===== config.mk =====
export PLATFORM = sky130hd
export DESIGN_NAME = adsr_envelope_generator
export DESIGN_NICKNAME = d
export VERILOG_FILES = /design/src/rtl/core/adsr_pkg.sv /design/src/rtl/core/adsr_envelope_generator.sv /design/src/rtl/core/adsr_datapath.sv /design/src/rtl/core/adsr_ctrl.sv
export VERILOG_INCLUDE_DIRS = /design/src /design/src/rtl/core
export SDC_FILE = /design/constraint.sdc
export NUM_CORES = 2
export LEC_CHECK = 0
export BUFFER_PORTS_ARGS = -buffer_cell sky130_fd_sc_hd__buf_4
export CORE_MARGIN = 3
export CORE_UTILIZATION = 59
export DETAILED_ROUTE_END_ITERATION = 6
export GPL_ROUTABILITY_DRIVEN = 0
export GPL_TIMING_DRIVEN = 1
export PLACE_DENSITY = 0.81
export SYNTH_ARGS = -nofsm -noshare
export SYNTH_HDL_FRONTEND = slang
export SYNTH_SLANG_ARGS = --single-unit

===== constraint.sdc =====
create_clock -name clk -period 10.65 [get_ports clk]
set_input_delay 3.195 -clock clk [delete_from_list [all_inputs] [get_ports clk]]
set_output_delay 3.195 -clock clk [all_outputs]
set_load 0.005 [all_outputs]

===== src/rtl/core/adsr_envelope_generator_assert.svh =====
// Assertion macros for the envelope generator.
// Each macro expects clk and arst_n in the scope where it is used.
`ifndef ADSR_ENVELOPE_GENERATOR_ASSERT_SVH
`define ADSR_ENVELOPE_GENERATOR_ASSERT_SVH

// Antecedent in a cycle implies the consequent in the same cycle.
`define ADSR_ASSERT_SAME(lbl, ante, cons, msg) \
	lbl: assert property (@(posedge clk) disable iff (!arst_n) (ante) |-> (cons)) \
		else $error(msg);

// Antecedent in a cycle implies the consequent in the next cycle.
`define ADSR_ASSERT_NEXT(lbl, ante, cons, msg) \
	lbl: assert property (@(posedge clk) disable iff (!arst_n) (ante) |=> (cons)) \
		else $error(msg);

`endif


===== src/rtl/core/adsr_pkg.sv =====
package adsr_pkg;

	localparam int TIME_BITS = 24;
	localparam int LEVEL_BITS = 16;

	localparam int PROD_BITS = TIME_BITS + LEVEL_BITS;
	localparam int ACC_BITS = PROD_BITS + 1;
	localparam int CNT_BITS = $clog2(LEVEL_BITS);

	localparam int IN_DATA_BITS = 8;
	localparam int OUT_DATA_BITS = ((LEVEL_BITS + 7) / 8) * 8;
	localparam int CFG_DATA_BITS = (TIME_BITS > LEVEL_BITS) ? TIME_BITS : LEVEL_BITS;
	localparam int CFG_INDEX_BITS = 3;

	localparam logic [CFG_INDEX_BITS-1:0] REG_ATTACK = 3'd0;
	localparam logic [CFG_INDEX_BITS-1:0] REG_DECAY = 3'd1;
	localparam logic [CFG_INDEX_BITS-1:0] REG_RELEASE = 3'd2;
	localparam logic [CFG_INDEX_BITS-1:0] REG_SOUND = 3'd3;
	localparam logic [CFG_INDEX_BITS-1:0] REG_PEAK = 3'd4;
	localparam logic [CFG_INDEX_BITS-1:0] REG_SUSTAIN = 3'd5;

	localparam logic [LEVEL_BITS-1:0] PEAK_RESET = {LEVEL_BITS{1'b1}};
	localparam logic [LEVEL_BITS-1:0] SUSTAIN_RESET = {1'b1, {(LEVEL_BITS-1){1'b0}}};

	typedef enum logic [1:0] {
		OP_ATTACK,
		OP_DECAY,
		OP_RELEASE
	} ramp_op_t;

	typedef enum logic [1:0] {
		LVL_ZERO,
		LVL_SUSTAIN,
		LVL_QUOT
	} level_sel_t;

	typedef struct packed {
		logic advance;
		logic restart;
		logic op_load;
		ramp_op_t op;
		logic mul_first;
		logic mul_second;
		logic acc_add;
		logic div_start;
		logic div_step;
		logic out_load;
		level_sel_t level_sel;
		logic out_active;
		logic out_done;
	} dp_cmd_t;

	typedef struct packed {
		logic t_lt_attack;
		logic in_decay;
		logic sustain_hold;
		logic release_live;
		logic note_end;
		logic div_last;
	} dp_status_t;

endpackage


===== src/rtl/core/adsr_envelope_generator.sv =====
// Channel  Direction  Handshake                Payload
// s_*      in         s_tvalid / s_tready      s_tdata: retrigger in bit 0
// m_*      out        m_tvalid / m_tready      m_tdata: envelope_level, m_tuser, m_tlast
// cfg_*    in         cfg_valid / cfg_ready    cfg_index, cfg_data
//
// Items are handled one at a time. An idle voice goes straight to the output; a held
// level (sustain or zero) first walks the phase states; a ramp adds two multiplier
// steps, an add and the 16-step serial divider (one step per quotient bit).
// Reset is asynchronous; the arithmetic and level registers have no reset and start unknown.
// A stalled result register holds the next item in its last state until taken.
`include "adsr_envelope_generator_assert.svh"

module adsr_envelope_generator (
	input logic clk,
	input logic arst_n,
	input logic s_tvalid,
	output logic s_tready,
	input logic [adsr_pkg::IN_DATA_BITS-1:0] s_tdata, // [0] retrigger
	output logic m_tvalid,
	input logic m_tready,
	output logic [adsr_pkg::OUT_DATA_BITS-1:0] m_tdata, // envelope_level
	output logic m_tuser, // voice_active
	output logic m_tlast, // note_done
	input logic cfg_valid,
	output logic cfg_ready,
	input logic [adsr_pkg::CFG_INDEX_BITS-1:0] cfg_index,
	input logic [adsr_pkg::CFG_DATA_BITS-1:0] cfg_data
);
	import adsr_pkg::*;

	dp_cmd_t cmd;
	dp_status_t status;
	logic [LEVEL_BITS-1:0] level;

	assign cfg_ready = 1'b1;

	adsr_ctrl u_ctrl (
		.clk(clk),
		.arst_n(arst_n),
		.s_tvalid(s_tvalid),
		.s_tready(s_tready),
		.retrigger(s_tdata[0]),
		.m_tvalid(m_tvalid),
		.m_tready(m_tready),
		.cmd(cmd),
		.status(status)
	);

	adsr_datapath u_datapath (
		.clk(clk),
		.arst_n(arst_n),
		.cfg_write(cfg_valid && cfg_ready),
		.cfg_index(cfg_index),
		.cfg_data(cfg_data),
		.cmd(cmd),
		.status(status),
		.level(level),
		.active(m_tuser),
		.done(m_tlast)
	);

	assign m_tdata = OUT_DATA_BITS'(level);

	`ADSR_ASSERT_SAME(a_done_needs_active, m_tvalid && m_tlast, m_tuser, "done while idle")
	`ADSR_ASSERT_SAME(a_idle_level_zero, m_tvalid && !m_tuser, m_tdata == '0, "idle level")
	`ADSR_ASSERT_SAME(a_no_accept_in_divide, cmd.div_step, !s_tready, "ready in divide")
	`ADSR_ASSERT_NEXT(a_one_item_at_a_time, s_tvalid && s_tready, !s_tready, "back to back")

endmodule


===== src/rtl/core/adsr_datapath.sv =====
module adsr_datapath (
	input logic clk,
	input logic arst_n,
	input logic cfg_write,
	input logic [adsr_pkg::CFG_INDEX_BITS-1:0] cfg_index,
	input logic [adsr_pkg::CFG_DATA_BITS-1:0] cfg_data,
	input adsr_pkg::dp_cmd_t cmd,
	output adsr_pkg::dp_status_t status,
	output logic [adsr_pkg::LEVEL_BITS-1:0] level,
	output logic active,
	output logic done
);
	import adsr_pkg::*;

	logic [TIME_BITS-1:0] attack_q, decay_q, release_q, sound_q;
	logic [LEVEL_BITS-1:0] peak_q, sustain_q;
	logic [TIME_BITS-1:0] elapsed_q;
	ramp_op_t op_q;
	logic [PROD_BITS-1:0] prod_q;
	logic [ACC_BITS-1:0] acc_q;
	logic [TIME_BITS-1:0] divisor_q;
	logic [TIME_BITS-1:0] rem_q;
	logic [LEVEL_BITS-1:0] quot_q;
	logic [CNT_BITS-1:0] cnt_q;
	logic [LEVEL_BITS-1:0] level_q;
	logic active_q, done_q;

	logic [TIME_BITS-1:0] t_base, dt, dec_span, rel_span;
	logic [TIME_BITS:0] t_plus_r;
	logic [TIME_BITS-1:0] mul_a;
	logic [LEVEL_BITS-1:0] mul_b;
	logic [PROD_BITS-1:0] prod;
	logic [TIME_BITS:0] rem_sh, rem_diff;
	logic rem_ge;

	assign dt = elapsed_q - attack_q;
	assign dec_span = decay_q - dt;
	assign rel_span = sound_q - elapsed_q;
	assign t_plus_r = {1'b0, elapsed_q} + {1'b0, release_q};

	assign status.t_lt_attack = elapsed_q < attack_q;
	assign status.in_decay = (elapsed_q >= attack_q) && (dt < decay_q);
	assign status.sustain_hold = (elapsed_q > sound_q) || (rel_span >= release_q);
	assign status.release_live = (release_q != '0) && (elapsed_q < sound_q) &&
		(t_plus_r > {1'b0, sound_q});
	assign status.note_end = elapsed_q >= sound_q;
	assign status.div_last = cnt_q == CNT_BITS'(LEVEL_BITS - 1);

	assign t_base = cmd.restart ? '0 : elapsed_q;

	// second product only exists for the decay blend
	always_comb begin
		mul_a = '0;
		mul_b = '0;
		if (cmd.mul_second) begin
			if (op_q == OP_DECAY) begin
				mul_a = dt;
				mul_b = sustain_q;
			end
		end else begin
			unique case (op_q)
				OP_ATTACK: begin
					mul_a = elapsed_q;
					mul_b = peak_q;
				end
				OP_DECAY: begin
					mul_a = dec_span;
					mul_b = peak_q;
				end
				OP_RELEASE: begin
					mul_a = rel_span;
					mul_b = sustain_q;
				end
				default: begin
					mul_a = '0;
					mul_b = '0;
				end
			endcase
		end
	end

	assign prod = PROD_BITS'(mul_a) * PROD_BITS'(mul_b);

	// restoring divider, one quotient bit per step
	assign rem_sh = {rem_q, quot_q[LEVEL_BITS-1]};
	assign rem_diff = rem_sh - {1'b0, divisor_q};
	assign rem_ge = rem_sh >= {1'b0, divisor_q};

	always_ff @(posedge clk or negedge arst_n) begin
		if (!arst_n) begin
			attack_q <= '0;
			decay_q <= '0;
			release_q <= '0;
			sound_q <= '0;
			peak_q <= PEAK_RESET;
			sustain_q <= SUSTAIN_RESET;
			elapsed_q <= '0;
			op_q <= OP_ATTACK;
			cnt_q <= '0;
			active_q <= 1'b0;
			done_q <= 1'b0;
		end else begin
			if (cfg_write) begin
				case (cfg_index)
					REG_ATTACK: attack_q <= cfg_data[TIME_BITS-1:0];
					REG_DECAY: decay_q <= cfg_data[TIME_BITS-1:0];
					REG_RELEASE: release_q <= cfg_data[TIME_BITS-1:0];
					REG_SOUND: sound_q <= cfg_data[TIME_BITS-1:0];
					REG_PEAK: peak_q <= cfg_data[LEVEL_BITS-1:0];
					REG_SUSTAIN: sustain_q <= cfg_data[LEVEL_BITS-1:0];
					default: ;
				endcase
			end
			// saturate at the top of the counter
			if (cmd.advance) begin
				elapsed_q <= (t_base == {TIME_BITS{1'b1}}) ? t_base : t_base + 1'b1;
			end
			if (cmd.op_load) begin
				op_q <= cmd.op;
			end
			if (cmd.div_start) begin
				cnt_q <= '0;
			end else if (cmd.div_step) begin
				cnt_q <= cnt_q + 1'b1;
			end
			if (cmd.out_load) begin
				active_q <= cmd.out_active;
				done_q <= cmd.out_done;
			end
		end
	end

	always_ff @(posedge clk) begin
		if (cmd.mul_first || cmd.mul_second) begin
			prod_q <= prod;
		end
		if (cmd.mul_second) begin
			acc_q <= {1'b0, prod_q};
		end else if (cmd.acc_add) begin
			acc_q <= acc_q + {1'b0, prod_q};
		end
		// numerator stays below divisor * 2^LEVEL_BITS, so the top part fits
		if (cmd.div_start) begin
			unique case (op_q)
				OP_ATTACK: divisor_q <= attack_q;
				OP_DECAY: divisor_q <= decay_q;
				OP_RELEASE: divisor_q <= release_q;
				default: divisor_q <= release_q;
			endcase
			rem_q <= acc_q[LEVEL_BITS+TIME_BITS-1:LEVEL_BITS];
			quot_q <= acc_q[LEVEL_BITS-1:0];
		end else if (cmd.div_step) begin
			rem_q <= rem_ge ? rem_diff[TIME_BITS-1:0] : rem_sh[TIME_BITS-1:0];
			quot_q <= {quot_q[LEVEL_BITS-2:0], rem_ge};
		end
		if (cmd.out_load) begin
			unique case (cmd.level_sel)
				LVL_ZERO: level_q <= '0;
				LVL_SUSTAIN: level_q <= sustain_q;
				LVL_QUOT: level_q <= quot_q;
				default: level_q <= '0;
			endcase
		end
	end

	assign level = level_q;
	assign active = active_q;
	assign done = done_q;

endmodule


===== src/rtl/core/adsr_ctrl.sv =====
module adsr_ctrl (
	input logic clk,
	input logic arst_n,
	input logic s_tvalid,
	output logic s_tready,
	input logic retrigger,
	output logic m_tvalid,
	input logic m_tready,
	output adsr_pkg::dp_cmd_t cmd,
	input adsr_pkg::dp_status_t status
);
	import adsr_pkg::*;

	typedef enum logic [3:0] {
		S_IDLE,
		S_ATTACK,
		S_DECAY,
		S_SUSTAIN,
		S_RELEASE,
		S_MUL1,
		S_MUL2,
		S_ADD,
		S_DIVLD,
		S_DIV,
		S_OUT
	} state_t;

	typedef enum logic [1:0] {
		PH_ATTACK,
		PH_DECAY,
		PH_SUSTAIN,
		PH_RELEASE
	} phase_t;

	state_t state_q;
	phase_t phase_q, phase_eff;
	logic running_q, active_q, m_tvalid_q;
	level_sel_t level_sel_q;
	logic run_w, out_free;

	assign run_w = retrigger || running_q;
	assign phase_eff = retrigger ? PH_ATTACK : phase_q;
	assign out_free = !m_tvalid_q || m_tready;
	assign s_tready = state_q == S_IDLE;
	assign m_tvalid = m_tvalid_q;

	always_comb begin
		cmd = '0;
		cmd.level_sel = level_sel_q;
		cmd.out_active = active_q;
		cmd.out_done = active_q && status.note_end;
		unique case (state_q)
			S_IDLE: begin
				cmd.advance = s_tvalid && run_w;
				cmd.restart = retrigger;
			end
			S_ATTACK: begin
				cmd.op = OP_ATTACK;
				cmd.op_load = status.t_lt_attack;
			end
			S_DECAY: begin
				cmd.op = OP_DECAY;
				cmd.op_load = status.in_decay;
			end
			S_SUSTAIN: ;
			S_RELEASE: begin
				cmd.op = OP_RELEASE;
				cmd.op_load = status.release_live;
			end
			S_MUL1: cmd.mul_first = 1'b1;
			S_MUL2: cmd.mul_second = 1'b1;
			S_ADD: cmd.acc_add = 1'b1;
			S_DIVLD: cmd.div_start = 1'b1;
			S_DIV: cmd.div_step = 1'b1;
			S_OUT: cmd.out_load = out_free;
		endcase
	end

	always_ff @(posedge clk or negedge arst_n) begin
		if (!arst_n) begin
			state_q <= S_IDLE;
			phase_q <= PH_ATTACK;
			running_q <= 1'b0;
			active_q <= 1'b0;
			level_sel_q <= LVL_ZERO;
			m_tvalid_q <= 1'b0;
		end else begin
			if (state_q == S_OUT && out_free) begin
				m_tvalid_q <= 1'b1;
			end else if (m_tvalid_q && m_tready) begin
				m_tvalid_q <= 1'b0;
			end
			unique case (state_q)
				S_IDLE: begin
					if (s_tvalid) begin
						if (retrigger) begin
							phase_q <= PH_ATTACK;
							running_q <= 1'b1;
						end
						active_q <= run_w;
						if (run_w) begin
							unique case (phase_eff)
								PH_ATTACK: state_q <= S_ATTACK;
								PH_DECAY: state_q <= S_DECAY;
								PH_SUSTAIN: state_q <= S_SUSTAIN;
								PH_RELEASE: state_q <= S_RELEASE;
							endcase
						end else begin
							level_sel_q <= LVL_ZERO;
							state_q <= S_OUT;
						end
					end
				end
				// fall through empty phases within the same item
				S_ATTACK: begin
					if (status.t_lt_attack) begin
						level_sel_q <= LVL_QUOT;
						state_q <= S_MUL1;
					end else begin
						phase_q <= PH_DECAY;
						state_q <= S_DECAY;
					end
				end
				S_DECAY: begin
					if (status.in_decay) begin
						level_sel_q <= LVL_QUOT;
						state_q <= S_MUL1;
					end else begin
						phase_q <= PH_SUSTAIN;
						state_q <= S_SUSTAIN;
					end
				end
				S_SUSTAIN: begin
					if (status.sustain_hold) begin
						level_sel_q <= LVL_SUSTAIN;
						state_q <= S_OUT;
					end else begin
						phase_q <= PH_RELEASE;
						state_q <= S_RELEASE;
					end
				end
				S_RELEASE: begin
					if (status.release_live) begin
						level_sel_q <= LVL_QUOT;
						state_q <= S_MUL1;
					end else begin
						level_sel_q <= LVL_ZERO;
						state_q <= S_OUT;
					end
				end
				S_MUL1: state_q <= S_MUL2;
				S_MUL2: state_q <= S_ADD;
				S_ADD: state_q <= S_DIVLD;
				S_DIVLD: state_q <= S_DIV;
				S_DIV: begin
					if (status.div_last) begin
						state_q <= S_OUT;
					end
				end
				S_OUT: begin
					if (out_free) begin
						if (active_q && status.note_end) begin
							running_q <= 1'b0;
						end
						state_q <= S_IDLE;
					end
				end
			endcase
		end
	end

endmodule


## After elaboration in Yosys (flattened, before gate mapping)

Cells that the tools add are included.
W data, S select, Z words.

| cells by class | value |
|---|---|
| add/sub/neg operators | 8 |
| multiply operators | 1 |
| order comparisons | 9 |
| eq/ne operators | 36 |
| mux-type cells | 57 |
| reduce and logical (&&, ||, !) cells | 35 |

Operators with widths:

| cell | number |
|---|---|
| $mux W24 | 7 |
| $sub A24 B24 Y24 | 4 |
| $mux W40 | 2 |
| $ge A24 B24 Y1 | 3 |
| $lt A24 B24 Y1 | 3 |
| $pmux W24 S3 | 1 |
| $mux W16 | 4 |
| $pmux W16 S2 | 2 |
| $pmux W24 S2 | 1 |
| $pmux W4 S11 | 1 |
| $add A41 B40 Y41 | 1 |
| $mul A24 B16 Y40 | 1 |
| $mux W4 | 8 |
| $add A24 B24 Y25 | 1 |
| $ge A25 B24 Y1 | 1 |
| $gt A25 B24 Y1 | 1 |
| $add A24 B1 Y24 const B | 1 |
| $eq A24 B24 Y1 const B | 1 |
| $gt A24 B24 Y1 | 1 |
| $mux W2 | 12 |
| $reduce_bool A24 Y1 | 1 |
| $eq A4 B3 Y1 const B | 4 |
| $eq A4 B4 Y1 const B | 4 |
| $pmux W4 S4 | 1 |
| other kinds (30) | 80 |

| word-level totals | value |
|---|---|
| flip-flop bits (word level) | 332 |
| bits of input ports | 40 |
| output and inout bits | 21 |
| logic and storage cells | 170 |

## Depth between registers and ports, before layout

| logic depth | value |
|---|---|
| word-level depth | 6 |
| mapped depth | 43 |

## Cells and area by module

From an unflattened synthesis, not the netlist that was laid out.

| second synthesis, totals | value |
|---|---|
| cell total of the unflattened synthesis | 3993 |
| area total of the unflattened synthesis | 36396.2 um^2 |

Modules (own cells, without submodules):

| module | times used | cells an instance | area each (um^2) | seq. area each (um^2) |
|---|---|---|---|---|
| adsr_datapath | 1 | 3878 | 35429.0 | 8829.7 |
| adsr_ctrl | 1 | 113 | 955.9 | 275.3 |
| adsr_envelope_generator | 1 | 2 | 11.3 | 0.0 |

## Worst setup path after synthesis

OpenSTA, ideal clock, no wires.

| timing path | value |
|---|---|
| path kind | reg2reg |
| start | reg u_datapath.elapsed_q[1] |
| end | reg u_datapath.prod_q[39] (data pin) |
| library setup time | 0.260 ns |
| arrival time | 9.605 ns |
| data required time | 10.390 ns |
| slack | 0.785 ns |
| cell stages (with the launch flop) | 40 |
| buffers on the path | 1 |
| cells stage by stage | dfrtp_1 -> ha_1 -> nor2b_1 -> o31a_1 -> o311ai_2 -> a21oi_1 -> or3_1 -> a21oi_1 -> xor2_1 -> ha_1 -> a211o_1 -> a2111oi_2 -> o21ai_1 -> a31o_2 -> a21oi_1 -> xnor2_1 -> a221oi_1 -> a21oi_1 -> [4 not listed] -> fa_1 -> fa_1 -> inv_1 -> fa_1 -> inv_1 -> fa_1 -> inv_1 -> ha_1 -> a21o_1 -> a31o_2 -> a221oi_1 -> nor2_1 -> a211oi_1 -> o31a_1 -> a21oi_1 -> a311o_1 -> a21oi_1 -> xnor2_1 |

| between the ends | value |
|---|---|
| longest elaborated chain between the ends | 5 |

RTL lines:

| what | RTL line | text |
|---|---|---|
| start: declaration | adsr_datapath.sv:17 | `logic [TIME_BITS-1:0] elapsed_q;` |
| start signal: assignment | adsr_datapath.sv:116 | `elapsed_q <= (t_base == {TIME_BITS{1'b1}}) ? t_base : t_base + 1'b1;` |
| $sub A24 B24 Y24 | adsr_datapath.sv:36 | `assign dt = elapsed_q - attack_q;` |
| $sub A24 B24 Y24 | adsr_datapath.sv:37 | `assign dec_span = decay_q - dt;` |
| $pmux W24 S3 | adsr_datapath.sv:61 | `unique case (op_q)` |
| $mux W24 (*) | adsr_datapath.sv:55 | `if (cmd.mul_second) begin` |
| $mul A24 B16 Y40 (*) | adsr_datapath.sv:82 | `assign prod = PROD_BITS'(mul_a) * PROD_BITS'(mul_b);` |
| via u_datapath.prod[39] | adsr_datapath.sv:32 | `logic [PROD_BITS-1:0] prod;` |
| end signal: assignment | adsr_datapath.sv:135 | `prod_q <= prod;` |
| end: declaration | adsr_datapath.sv:19 | `logic [PROD_BITS-1:0] prod_q;` |

The timed path passes the listed nets; every way through them passes the cells marked *.
A chain may end at the register's enable or synchronous reset.

## Worst setup path in the final report

Same ends and word-level chain as after synthesis.

==> flow_summary_export.csv <==
group,metric,value,unit
sta,clock_skew,0.0261,ns
yosys,ys_warn_count,0,
global_route,grt_pass1_wl,166,mm
sta,worstMarginPinSlew,1.16,ns
floorplan,die-area,64100,um2
yosys,synth_fp_nets,4716,
pwr,power.total,11.3,mW
worst_setup_path,worst_setup_path_end_kind,"flop",
drt,viasPerCell,6.31,
placed_design,dp_cells,4815,
worst_setup_path,crit_arrival,10.76,ns
layout,largest_registers,"u_datapath.acc_q x40, u_datapath.prod_q x40",
layout,syn_to_final_growth,8.64,%
clock_network,ctsHoldBuffers,0,
sta,period_share,98.1,%
drt,drt_iter0_drc,3419,
layout,drive_above_1_share,9.84,%
worst_setup_path,worstSetupStartpointType,"flop",
clock_network,clkSinkCount,331,
yosys,ys_types,92,
sta,max_freq,95.7,MHz
yosys,synthArstFlopShare,51.7,%
flow_run,drv_cap,0,
clock_network,htreeDepth,2,
drt,dr.pass1.iters,7,
min_path,worstHoldEndpoint,"u_datapath.done",
layout,fin_nets,4760,
sta,slew_viol_final,0,
yosys,yosysSeqAreaShare,25.2,%
worst_setup_path,r2r_cells,36,
sta,timing.hold.ws,0.482,ns
sta,hold_viol_final,0,
worst_setup_path,crit_top_cell,"fa_1",
floorplan,ios,61,
worst_setup_path,reg2reg_slack,0.20,ns
sta,maxSlewHeadroom,22.0,%
placed_design,place_hpwl,82.9,mm
floorplan,core,60500,um2
worst_setup_path,critPathMaxFanout,4,
worst_setup_path,worstSetupPathType,"flop to flop",
sta,setup_viol,0,
min_path,holdPathStages,1,
min_path,hold_path_startpoint,"u_datapath.done",
clock_network,clk_latency,0.59,ns
clock_network,cts_tree,"built",
global_route,first_global_vias,30200,
pwr,power.density,288,nW/um2
drt,final_antenna_net_count,0,
drt,drc,4,
floorplan,rows,90,
clock_network,clk_pin_slew,0.06,ns
sta,finalCriticalPeriod,10.45,ns
global_route,grtUsageTotal,33.4,%
sta,finalSetupTns,0,ns
floorplan,start_util,59.7,%
yosys,avgSynthCellArea,8.93,um2
yosys,synth_edf_count,160,
clock_network,cts_buffers,39,
floorplan,die_y,253,um
drt,drt-wirelength-per-cell,21.8,um
yosys,synthFlopType,"edfxtp_1",
floorplan,die_x,253,um
min_path,hp-class,"flop to flop",
placed_design,io_buffers,52,
worst_setup_path,crit_required,10.96,ns
outcome,status,"complete, but fails checks",
yosys,ys_ff_latch,331,
drt,via_count,30900,
outcome,violations,"design-rule violations",
clock_network,cts-root-buf,"clkbuf_16",
yosys,syn_area,36100,um2
global_route,grt_overflow_total,0,
pwr,ir_drop,0.239,mV
global_route,grt_antenna_before_repair,10,
worst_setup_path,r2r-end,"u_datapath.prod_q[39]",
clock_network,clk_path_buf_depth,3,
layout,finalNonFillerCells,4899,
global_route,grt_max_degree,90,
worst_setup_path,cpMaxStageDelayCell,"fa_1",
worst_setup_path,cpPeakStageDelay,0.54,ns
yosys,syn_inst,4040,
pwr,p_leak,18.2,nW
worst_setup_path,r2r-start,"u_datapath.elapsed_q[1]",
drt,routed_wl,107,mm
## layout by cell type (no fill, tap or decap), drive strengths merged, types with 17 or more instances in the layout
master / Yosys / routed
a2111oi: 17 / 17
a211oi: 21 / 21
a21o: 122 / 122
a21oi: 244 / 244
a22oi: 38 / 38
a31oi: 31 / 31
and2: 97 / 97
buf: 16 / 147
clkbuf: 128 / 51
dfrtp: 154 / 154
dfstp: 17 / 17
edfxtp: 160 / 160
fa: 312 / 312
ha: 324 / 324
inv: 540 / 541
mux2: 82 / 82
mux2i: 38 / 38
nand2: 522 / 522
nand2b: 33 / 33
nand3: 62 / 62
nand4: 36 / 36
nor2: 278 / 278
nor2b: 28 / 28
nor3: 41 / 41
o21a: 46 / 46
o21ai: 224 / 224
o21bai: 22 / 22
o31ai: 21 / 21
xnor2: 99 / 99
xor2: 70 / 70
## final cells by class
cell class                      count  area (um2)
Tap cell                          782         978
Clock inverter                     21         185
Inverter                          540        2030
Sequential cell                   331        9110
Antenna cell                        2        5.00
Clock buffer                       51        1110
Timing Repair Buffer              147        1140
Fill cell                        4736       21300
Multi-Input combinational cell   3025       24600
## logic make-up (layout without fill, tap and decap cells)
family          count (synthesis)  count (layout)  share of synthesized area (%)
xor+xnor                      169             169                           4.10
simple gates                 1184            1184                           14.8
flops                         331             331                           25.2
fa+ha+maj                     636             636                           28.6
other cells                     1               3                         0.0104
compound gates                915             915                           16.5
buf+inv                       684             759                           7.17
mux                           120             120                           3.61
## routing by layer
layer / part of all wire, % / GRT usage (%) / vias up / routed length [um]
met2: 43 / 50.8 / 1804 / 46100
met1: 39 / 44.9 / 14900 / 41600
li1: - / - / 13800 / -
met5: 0.037 / 0 / - / 40
met4: 5.4 / 15.8 / 8 / 5810
met3: 12 / 8.42 / 374 / 13200
## Yosys cell counts, types with 19 or more instances
| cell type | count | area share, % |
|---|---|---|
| a211oi_1 | 19 | 0.40 |
| a21o_1 | 122 | 2.5 |
| a21oi_1 | 240 | 3.3 |
| a22oi_1 | 38 | 0.79 |
| a31oi_1 | 30 | 0.52 |
| and2_1 | 97 | 1.7 |
| clkbuf_1 | 128 | 1.3 |
| dfrtp_1 | 154 | 11 |
| edfxtp_1 | 160 | 13 |
| fa_1 | 312 | 17 |
| ha_1 | 324 | 11 |
| inv_1 | 539 | 5.6 |
| mux2_2 | 82 | 2.6 |
| mux2i_1 | 38 | 1.1 |
| nand2_1 | 522 | 5.4 |
| nand2b_1 | 33 | 0.57 |
| nand3_1 | 62 | 0.86 |
| nand4_1 | 36 | 0.62 |
| nor2_1 | 278 | 2.9 |
| nor2b_1 | 28 | 0.49 |
| nor3_1 | 41 | 0.57 |
| o21a_1 | 46 | 0.96 |
| o21ai_0 | 209 | 2.9 |
| o21bai_1 | 22 | 0.46 |
| o31ai_1 | 20 | 0.42 |
| xnor2_1 | 99 | 2.4 |
| xor2_1 | 70 | 1.7 |
## critical path, delay by kind of cell, from the launching register on
family          cells  cell delay (ns)
compound gates     16             3.67
simple gates        6             1.43
buf+inv             3             0.46
xor+xnor            2             0.17
flops               1             0.42
fa+ha+maj           9             4.02
## per-stage QoR
stage               util, %  cell area, um2  setup WS [ns]
finish                 64.8           39200          0.202
global route           64.8           39200        -0.0511
CTS                    64.5           39000         0.0455
detailed placement     62.2           37600         -0.109
global placement       62.2           37600         0.0311
floorplan                 -           36100          0.785
## repair_timing
item	in CTS	in global routing
setup buffers	4	6
pin swaps	5	18
gates resized for setup	3	34
setup endpoints to repair	1	12
## report_power, final
group	switching, mW	internal (mW)	leakage (nW)
Clock	0.587	0.772	0.630
Combinational	4.68	2.97	14.0
Sequential	0.324	1.96	3.56
Total	5.59	5.70	18.2
## how the worst max path moves through the flow
stage                                 start                     to  slack [ns]  cells past startpoint
global route        u_datapath.elapsed_q[1]  u_datapath.prod_q[39]       -0.05                     36
finish              u_datapath.elapsed_q[1]  u_datapath.prod_q[39]        0.20                     36
global placement    u_datapath.elapsed_q[1]  u_datapath.prod_q[39]        0.03                     37
CTS                 u_datapath.elapsed_q[1]  u_datapath.prod_q[39]        0.05                     40
detailed placement  u_datapath.elapsed_q[1]  u_datapath.prod_q[39]       -0.11                     37
floorplan           u_datapath.elapsed_q[1]  u_datapath.prod_q[39]        0.79                     39
Note: power is estimated with default switching activity, not from simulation.
